`src/rtl/bpa_pkg.sv`:
```
// Shared constants, types and helpers for the bitmap page allocator.
`default_nettype none

package bpa_pkg;

  // Default configuration of the allocator.
  localparam int MAP_WORDS_DEF     = 32768;
  localparam int BITS_PER_WORD_DEF = 32;
  localparam int PAGE_SHIFT_DEF    = 12;

  // Width of a byte address on the request and result ports.
  localparam int ADDR_W = 32;

  // Each summary word flags 32 entries of the level below it.
  localparam int SUM_BITS  = 32;
  localparam int SUM_SHIFT = 5;

  // A map word index is three summary digits: top bit, level 2 bit, level 1 bit.
  localparam int IDX_W = 3 * SUM_SHIFT;

  // Operation codes of the func field.
  localparam logic FUNC_FREE  = 1'b0;
  localparam logic FUNC_ALLOC = 1'b1;

  // Enables for the bitmap and summary memories.
  typedef struct packed {
    logic rd;
    logic wr_map;
    logic wr_l1;
    logic wr_l2;
  } bpa_mem_ctl_t;

  // Address width for a memory of the given depth, at least one bit.
  function automatic int addr_width(input int depth);
    int w;
    w = (depth > 1) ? $clog2(depth) : 1;
    return w;
  endfunction

endpackage

`default_nettype wire

```
`src/rtl/bpa_ffs.sv`:
```
// Find-first-set unit shared by every level of the bitmap search.
`default_nettype none

module bpa_ffs
  import bpa_pkg::*;
#(
  parameter int WIDTH = SUM_BITS
) (
  input  wire logic [WIDTH-1:0]         vec,
  output logic      [$clog2(WIDTH)-1:0] idx,
  output logic                          any
);

  localparam int IW = $clog2(WIDTH);

  // Priority encode: the lowest set bit wins.
  always_comb begin
    idx = '0;
    for (int i = WIDTH - 1; i >= 0; i--) begin
      if (vec[i]) begin
        idx = IW'(i);
      end
    end
    any = |vec;
  end

endmodule

`default_nettype wire

```
`config.mk`:
```
export PLATFORM = sky130hd
export DESIGN_NAME = bpa_ffs
export DESIGN_NICKNAME = d
export VERILOG_FILES = /design/src/rtl/bpa_pkg.sv /design/src/rtl/bpa_ffs.sv
export SDC_FILE = /design/constraint.sdc
export NUM_CORES = 1
export LEC_CHECK = 0
export ABC_CLOCK_PERIOD_IN_PS = 1500
export BUFFER_PORTS_ARGS = -buffer_cell sky130_fd_sc_hd__buf_2
export CAP_MARGIN = 20
export CORE_AREA = 10 10 47 49
export DETAILED_ROUTE_END_ITERATION = 16
export DIE_AREA = 0 0 57 59
export MAX_ROUTING_LAYER = met4
export PLACE_DENSITY_LB_ADDON = 0.08
export SYNTH_ARGS = -nofsm -noshare
export SYNTH_HDL_FRONTEND = slang
export SYNTH_SLANG_ARGS = --single-unit
export TNS_END_PERCENT = 50
```
`constraint.sdc`:
```
create_clock -name vclk -period 1.5
set_input_delay 0.225 -clock vclk [all_inputs]
set_output_delay 0.225 -clock vclk [all_outputs]
set_load 0.005 [all_outputs]
```
# Yosys cells after proc, flatten, opt, wreduce, memory -nomap -nowiden
# Cells that the tools add are included.
# word_totals
latchBits,0
ram_bits,0
wordCells,33
ff_bits,0
romBits,0
input_bits,32
memories,0
# op_classes
bitwise,0
order_cmp,0
addsub,0
shift,0
div_mod_pow,0
n_reduce_logical,1
n_mul,0
n_eq_ne,0
mux,32
# ops
cell,count
5-bit 2-to-1 mux,32
32-bit OR reduction,1

# Depth between registers and ports, before layout
# Gate-level depths: netlist of run 1.
# logic_depth
depth_word,32
depth_mapped,5
ltp_nobuf,5

# Worst setup path after synthesis of run 1
# OpenSTA, ideal clock, no wires.
# synth_path
kind,input-to-output
startpoint,input port vec[19]
endpoint,output port idx[2]
path_buffers,0
setup_slack_ns,0.162
path_stages,4
t_required_ns,1.275
arrival_ns,1.113
cell_sequence,or4_4 > o21ai_1 > nand2_1 > a21boi_2
# synth_via
elab_chain_cells,20
# synth_lines
element,line,rtl
from (decl),bpa_ffs.sv:9,"input wire logic [WIDTH-1:0] vec,"
5-bit 2-to-1 mux (20 in a row),bpa_ffs.sv:20,if (vec[i]) begin
to (decl),bpa_ffs.sv:10,"output logic [$clog2(WIDTH)-1:0] idx,"
# No other way between the ends.

# Worst setup path in the final report of run 1
# layout_path
startpoint,input port vec[20]
endpoint,output port idx[2]
# layout_via
elab_chain_cells,21
# layout_lines
element,line
5-bit 2-to-1 mux (21 in a row),bpa_ffs.sv:20
# No other way between the ends.

==> metrics.csv, run 1 <==
metric;value;unit
outcome;finished, violations left;
failed_checks;setup timing;
relSlewSlack;0.774;
synth_top_cell_area_share;0.114;
first_global_vias;673;
io_pins;38;
seq_cell_count;0;
postLayoutSetupSlackWorst;-0.0847;ns
dieArea;0.00336;mm^2
cp_slowest_cell;or4_4;
globalplace.congestion;0.797;
vias_per_cell;5.18;
regArea;0;um^2
antennaDiodeCount;0;
yosysSeqAreaShare;0;
slew_viol_final;0;
ys.warnings.count;0;
yosys-top-cells-count;10 x nor2_1, 7 x a21oi_1, 7 x nor4_1, 6 x inv_1, 5 x nor3_1;
min_period;1.58;ns
dp_hpwl;1560;um
yosys.area.top_type;nor4_1;
drt_wl_total;1830;um
start_util;0.275;
ys_top_cells_by_area;nor4_1 11%, nor2_1 9.7%, a21oi_1 9.1%;
antenna_found_initial;0;
irDropWorstVdd;0.109;mV
min_path_type;primary input to primary output;
grt_start_max_net_pins;6;
route.detailed.drc;0;
max_stage_delay;0.57;ns
grt_pass1_wl;2840;um
postCtsSetupRepairBufs;0;
endpoint_kind;primary output;
postLayoutCellArea;835;um^2
dp_slack;-0.123;ns
postSynthAreaPerCell;5.93;um^2
fmax;631;MHz
ys_types;24;
hold_ws;0.792;ns
instances_no_fill;136;
cp_max_fo;3;
syn_inst;65;
drt_iter0_drc;11;
setup_violations;6;
maxCapViolCount;0;
path_class;primary input to primary output;
floorplan.rows;14;
clockBufferCount;0;
fin_setup_tns;-0.343;ns
worstPathRequired;1.27;ns
hold_violations;0;
min_period_over_period;1.06;
nNetsFinal;154;
grt_overflow;0;
worstHoldEndpoint;idx[0];
post-place-cells;136;
cp-startpoint;vec[20];
min_from;vec[2];
drt.antenna.violating_nets;0;
yosysMostFrequentCell;nor2_1;
drive_above_1_share;0.617;
rsz0062_at_grt;yes;
wire_per_inst;13.4;um
syn2layout_area_growth;117;%
fp.dieH;59;um
dr_total_vias;705;
tightest_slew;0.331;ns
die_x;57;um
dpl_cell_area;723;um^2
setup.worst_path.start_class;primary input;
track_usage;0.0961;
first_pass_iters;4;
power.density;210;mW/mm^2
min_path_cells;3;
netlist_area;385;um^2
cp_cell_sequence;buf_6 -> or4_4 -> a21oi_2 -> o21ai_2 -> nand2_1 -> a21boi_2 -> buf_2;
cp.arrival;1.36;ns
synth_fp_nets;97;
port_buffers;38;
core;0.00140;mm^2
p_leak;0.385;nW
==> worst max-delay path by stage <==
stage          cells past startpoint  endpoint
3_5_place_dp                       7    idx[1]
5_1_grt                            6    idx[0]
3_3_place_gp                       7    idx[1]
2_1_floorplan                      4    idx[2]
4_1_cts                            7    idx[1]
6_report                           7    idx[2]
==> routing by layer <==
| layer | vias up | global-route usage | routed length [um] |
|---|---|---|---|
| met5 | - | - | 0 |
| met1 | 314 | 0.119 | 796 |
| met2 | 19 | 0.171 | 933 |
| met4 | 0 | 0 | 0 |
| met3 | 0 | 0.0129 | 95 |
| li1 | 372 | - | - |
==> metrics by stage <==
| stage | power (mW) | utilization |
|---|---|---|
| 2_1_floorplan | 0.0391 | - |
| 3_3_place_gp | 0.149 | 0.516 |
| 3_5_place_dp | 0.151 | 0.516 |
| 4_1_cts | 0.168 | 0.565 |
| 5_1_grt | 0.193 | 0.596 |
| 6_report | 0.176 | 0.596 |
==> worst max-delay path: cells and delay by family <==
family	cells	cell delay, ns
buf+inv	2	0.21
simple gates	2	0.65
compound gates	3	0.27
==> layout make-up <==
type / count / area [um^2]
fillers: 147 / 567
well taps: 16 / 20.0
repair buffers: 55 / 349
multi-input cells: 59 / 443
inverters: 6 / 22.5
==> cell families (layout without fill, tap and decap cells) <==
kind of cell | Yosys count | count (layout) | share of synthesized area
AO/OA/AOI/OAI | 22 | 22 | 0.386
buffers and inverters | 6 | 61 | 0.0584
AND/OR/NAND/NOR | 37 | 37 | 0.555
==> power breakdown <==
group / internal (mW) / total (mW) / leakage (nW) / switching (mW)
clock network: 0 / 0 / 0 / 0
registers: 0 / 0 / 0 / 0
logic: 0.0941 / 0.176 / 0.385 / 0.0814
total: 0.0941 / 0.176 / 0.385 / 0.0814
==> placed cells by master, fill, tap and decap left out, drive strengths merged, types with 2 or more instances in the layout <==
cell type  netlist  final
a21oi            7      7
o21ai            3      3
nor4             7      7
nor3b            2      2
a2111oi          2      2
nor3             7      7
buf              0     55
or4              4      4
o31ai            4      4
inv              6      6
nor2            10     10
nand2            3      3
==> what timing repair did <==
item                       in CTS  in global routing
setup endpoints to repair       6                  6
gates resized for setup        13                 10
hold buffers                    0                  0
pin swaps                       8                  3
(Power assumes the default switching activity.)
==> run 2, diff against run 1 <==
--- a/config.mk
+++ b/config.mk
@@ -12,7 +12,7 @@
 export DETAILED_ROUTE_END_ITERATION = 16
 export DIE_AREA = 0 0 57 59
 export MAX_ROUTING_LAYER = met4
-export PLACE_DENSITY_LB_ADDON = 0.08
+export PLACE_DENSITY = 0.67
 export SYNTH_ARGS = -nofsm -noshare
 export SYNTH_HDL_FRONTEND = slang
 export SYNTH_SLANG_ARGS = --single-unit
==> run 2 against run 1 <==
The flow still finishes with violations (setup timing). Cell count rose by 2.9%. Sequential cell count did not move. Worst hold slack improved by 0.0039 ns. Die area did not move. Combinational power rose by 9%. Largest cell class unchanged. Largest power group unchanged.
==> metrics.csv, run 2 (synthesis gave the netlist of run 1 again) <==
metric;value;unit;change
outcome;finished, violations left;;
failed_checks;setup timing;;
die_x;57;um;unchanged
fillerInstances;145;;-1.4%
mostFrequentLayoutCell;buf_2;;
drt_iter0_drc;5;;-6
cp_max_fo;4;;+1
wl_met3;84;um;-12%
irDropWorstVdd;0.138;mV;+26%
power.density;213;mW/mm^2;+1.3%
drive_above_1_share;0.645;;+0.0285
p_leak;0.414;nW;+7.4%
grt_pass1_wl;3130;um;+10%
maxCapViolCount;0;;unchanged
min_period;1.62;ns;+0.0386 ns
first_global_vias;818;;+22%
regArea;0;um^2;unchanged
min_path_type;primary input to primary output;;
worstSetupEndpoint;idx[0];;
fp.dieH;59;um;unchanged
power_frac_clock;0;;unchanged
wl_met1;779;um;-2.1%
drt_wl_total;1940;um;+6.2%
start_util;0.275;;unchanged
drt.antenna.violating_nets;0;;unchanged
power_frac_comb;1.000;;about the same
cp-startpoint;vec[11];;
setup.worst_path.start_class;primary input;;
core;0.00140;mm^2;unchanged
vias_per_cell;5.16;;-0.38%
first_pass_iters;4;;unchanged
endpoint_kind;primary output;;
dp_hpwl;1520;um;-2.9%
setup_violations;6;;unchanged
final_cell_mix;33 x buf_2, 21 x buf_4, 9 x nor2_1;;
ctsHoldBuffers;0;;unchanged
top_layer;met4;;
switchingPower;0.0895;mW;+9.9%
floorplan.rows;14;;unchanged
cp.arrival;1.40;ns;+0.04 ns
hold_ws;0.796;ns;+0.00393 ns
io_pins;38;;unchanged
path_class;primary input to primary output;;
antenna_found_initial;0;;unchanged
slew_viol_final;0;;unchanged
rsz0062_at_grt;yes;;
dr_total_vias;723;;+2.6%
p_int;0.103;mW;+9.2%
tightest_slew;0.467;ns;+0.136 ns
nNetsFinal;158;;+2.6%
met2_length;1050;um;+13%
postLayoutSetupSlackWorst;-0.123;ns;-0.0386 ns
track_usage;0.105;;+0.00920
globalplace.congestion;0.806;;+1.1%
grt_overflow;0;;unchanged
port_buffers;38;;unchanged
clockBufferCount;0;;unchanged
syn2layout_area_growth;134;%;
relSlewSlack;0.688;;-0.0860
wire_per_inst;13.9;um;+3.2%
seq_cell_count;0;;unchanged
hold_violations;0;;unchanged
fin_setup_tns;-0.416;ns;-0.0732 ns
p_sw_frac;0.465;;+0.00160
sequentialPowerShare;0;;unchanged
min_period_over_period;1.08;;+0.0257
final_core_util;0.644;;+0.0482
grt_start_max_net_pins;6;;unchanged
worstPathRequired;1.27;ns;about the same
route.detailed.drc;0;;unchanged
antennaDiodeCount;0;;unchanged
dieArea;0.00336;mm^2;unchanged
fmax;616;MHz;-2.4%
-- run 2: worst max-delay path, stage by stage --
cell,delay [ns]
buf_2,0.12
nor3_1,0.17
o21ai_0,0.11
a2111oi_1,0.51
a221oi_2,0.11
buf_2,0.15
-- run 2: repair_timing --
item / CTS / global route
pin swaps: 8 / 11
setup endpoints to repair: 6 / 6
setup buffers: 1 / 0
resized for setup: 12 / 17
endpoints found under the hold margin: 0 / 0
-- run 2: per-layer routing --
layer / vias up / global-route usage
met5: - / -
met4: 0 / 0.0101
met3: 2 / 0.0150
met2: 23 / 0.208
met1: 319 / 0.110
li1: 379 / -
-- run 2: power by group through the flow --
| stage | clock (mW) | combinational, mW | sequential [mW] |
|---|---|---|---|
| floorplan | 0 | 0.0391 | 0 |
| global placement | 0 | 0.152 | 0 |
| detailed placement | 0 | 0.154 | 0 |
| CTS | 0 | 0.170 | 0 |
| global route | 0 | 0.211 | 0 |
| finish | 0 | 0.192 | 0 |
-- run 2: final cells by class --
class | count | area (um^2) | share of cell area
inverters | 6 | 22.5 | 0.0250
well taps | 16 | 20.0 | 0.0222
repair buffers | 59 | 383 | 0.424
multi-input cells | 59 | 477 | 0.528
-- run 2: worst min path at each step --
| stage | startpoint | cells after the start | end |
|---|---|---|---|
| after global routing | vec[0] | 4 | idx[0] |
| after detailed placement | vec[0] | 4 | idx[0] |
| after floorplan | vec[0] | 1 | idx[0] |
| after global placement | vec[0] | 4 | idx[0] |
| after CTS | vec[0] | 4 | idx[0] |
| final | vec[0] | 4 | idx[0] |
-- run 2: metrics by stage --
stage	std cells	cell area [um^2]	total power, mW	worst slack, ns
3_5_place_dp	139	746	0.154	-0.177
3_3_place_gp	139	746	0.152	-0.138
6_report	140	902	0.192	-0.123
4_1_cts	140	821	0.170	-0.141
2_1_floorplan	65	385	0.0391	0.162
5_1_grt	140	902	0.211	-0.252
==> run 3, diff against run 2 <==
--- a/config.mk
+++ b/config.mk
@@ -6,13 +6,12 @@
 export NUM_CORES = 1
 export LEC_CHECK = 0
 export ABC_CLOCK_PERIOD_IN_PS = 1500
-export BUFFER_PORTS_ARGS = -buffer_cell sky130_fd_sc_hd__buf_2
 export CAP_MARGIN = 20
 export CORE_AREA = 10 10 47 49
 export DETAILED_ROUTE_END_ITERATION = 16
 export DIE_AREA = 0 0 57 59
+export DONT_BUFFER_PORTS = 1
 export MAX_ROUTING_LAYER = met4
-export PLACE_DENSITY = 0.67
 export SYNTH_ARGS = -nofsm -noshare
 export SYNTH_HDL_FRONTEND = slang
 export SYNTH_SLANG_ARGS = --single-unit
==> run 3 against run 2 <==
The flow now finishes without violations. Final area is 53% lower. Utilization fell by 34 points. Worst hold slack got worse by 0.32 ns. Maximum frequency rose by 15%. Power down 75%. Via count fell by 29%. Sequential share of layout area unchanged. Largest cell class unchanged.
==> metrics.csv, run 3 (synthesis gave the netlist of run 1 again) <==
metric;value;unit;change
outcome;completed;;
instances_no_fill;82;;-41%
fp.dieH;59;um;unchanged
core;0.00140;mm^2;unchanged
globalplace.congestion;0.755;;-6.4%
slew_viol_final;0;;unchanged
endpoint_kind;primary output;;
clockBufferCount;0;;unchanged
min_period;1.41;ns;-0.214 ns
grt_overflow;0;;unchanged
p_leak;0.126;nW;-70%
switchingPower;0.0219;mW;-76%
power.total;0.0476;mW;-75%
drt_wl_total;1460;um;-25%
wl_met3;304;um;+260%
syn2layout_area_growth;10.4;%;
start_util;0.275;;unchanged
post-place-cells;82;;-41%
final_cell_mix;10 x nor2_1, 7 x a21oi_1, 6 x nor4_1, 6 x inv_1, 5 x nor3_1;;
regArea;0;um^2;unchanged
grt_start_max_net_pins;6;;unchanged
worstPathRequired;1.27;ns;about the same
met2_length;702;um;-33%
route.detailed.drc;0;;unchanged
sequentialPowerShare;0;;unchanged
die_x;57;um;unchanged
postLayoutSetupSlackWorst;0.0910;ns;+0.214 ns
track_usage;0.0765;;-0.0288
drt_iter0_drc;7;;+2
max_stage_delay;0.56;ns;+0.05 ns
power_frac_comb;1.000;;about the same
min_period_over_period;0.939;;-0.143
floorplan.rows;14;;unchanged
power_frac_clock;0;;unchanged
p_sw_frac;0.459;;-0.00593
wire_per_inst;17.8;um;+28%
power.density;112;mW/mm^2;-48%
tightest_slew;0.540;ns;+0.0722 ns
fin_setup_tns;0;ns;+0.416 ns
setup_violations;0;;-6
cp.arrival;1.18;ns;-0.22 ns
dp_slack;0.0949;ns;+0.272 ns
path_class;primary input to primary output;;
p_int;0.0257;mW;-75%
cp_slowest_cell;a2111oi_0;;
cp_max_fo;3;;-1
setup.worst_path.start_class;primary input;;
vias_per_cell;6.24;;+21%
first_pass_iters;4;;unchanged
min_path_type;primary input to primary output;;
irDropWorstVdd;0.0431;mV;-69%
port_buffers;0;;-100%
hold_ws;0.474;ns;-0.322 ns
drive_above_1_share;0.121;;-0.524
seq_cell_count;0;;unchanged
nNetsFinal;100;;-37%
io_pins;38;;unchanged
grt_pass1_wl;2150;um;-31%
mostFrequentLayoutCell;nor2_1;;
antenna_found_initial;0;;unchanged
dieArea;0.00336;mm^2;unchanged
fmax;710;MHz;+15%
antennaDiodeCount;0;;unchanged
top_layer;met3;;
relSlewSlack;0.631;;-0.0566
dr_total_vias;512;;-29%
cp_cell_sequence;nor3_1 -> o21ai_0 -> a2111oi_0 -> a221oi_2;;
hold_violations;0;;unchanged
wl_met1;453;um;-42%
first_global_vias;475;;-42%
drt.antenna.violating_nets;0;;unchanged
maxCapViolCount;0;;unchanged
dp_hpwl;1350;um;-11%
==> run 3: cell count changes in the layout (fill, tap and decap cells not counted), moves of 2 or more <==
cell	change
a21oi_2	-2
nor4_1	+4
a21oi_1	+2
buf_2	-33
nor4_2	-2
buf_6	-4
a2111oi_0	+2
buf_4	-20
nor4_4	-2
==> run 3: cell type report <==
class              count  area [um^2]
fillers              169          976
multi-input cells     59          375
inverters              6         22.5
well taps             16         20.0
repair buffers         1         7.51
==> run 3: path summary, 6_finish.rpt <==
kind / start / depth (start not counted) / endpoint
hold / removal: vec[0] / 1 / idx[0]
setup / recovery: vec[13] / 4 / idx[0]
==> run 3: critical path, delay by kind of cell <==
family | cells | cell delay, ns
compound gates | 3 | 0.81
simple gates | 1 | 0.15
==> run 3: per-layer routing <==
| layer | up-vias | track usage |
|---|---|---|
| met5 | - | - |
| met4 | 0 | 0.00671 |
| met3 | 0 | 0.0665 |
| met2 | 23 | 0.129 |
| met1 | 226 | 0.0669 |
| li1 | 263 | - |
==> run 3: per-stage QoR <==
stage	util	instance area, um^2
after global placement	0.295	413
after CTS	0.295	413
after global routing	0.304	425
after detailed placement	0.295	413
final	0.304	425
after floorplan	-	385
==> run 3: repair_timing <==
item,4_1_cts,5_1_grt
setup buffers,0,0
hold endpoints to repair,0,0
gates resized for setup,0,2
setup endpoints to repair,0,2
hold buffers,0,0
==> run 3: power by group through the flow <==
| stage | sequential, mW | clock [mW] | combinational (mW) |
|---|---|---|---|
| 6_report | 0 | 0 | 0.0476 |
| 5_1_grt | 0 | 0 | 0.0540 |
| 4_1_cts | 0 | 0 | 0.0466 |
| 3_5_place_dp | 0 | 0 | 0.0463 |
| 3_3_place_gp | 0 | 0 | 0.0459 |
| 2_1_floorplan | 0 | 0 | 0.0391 |
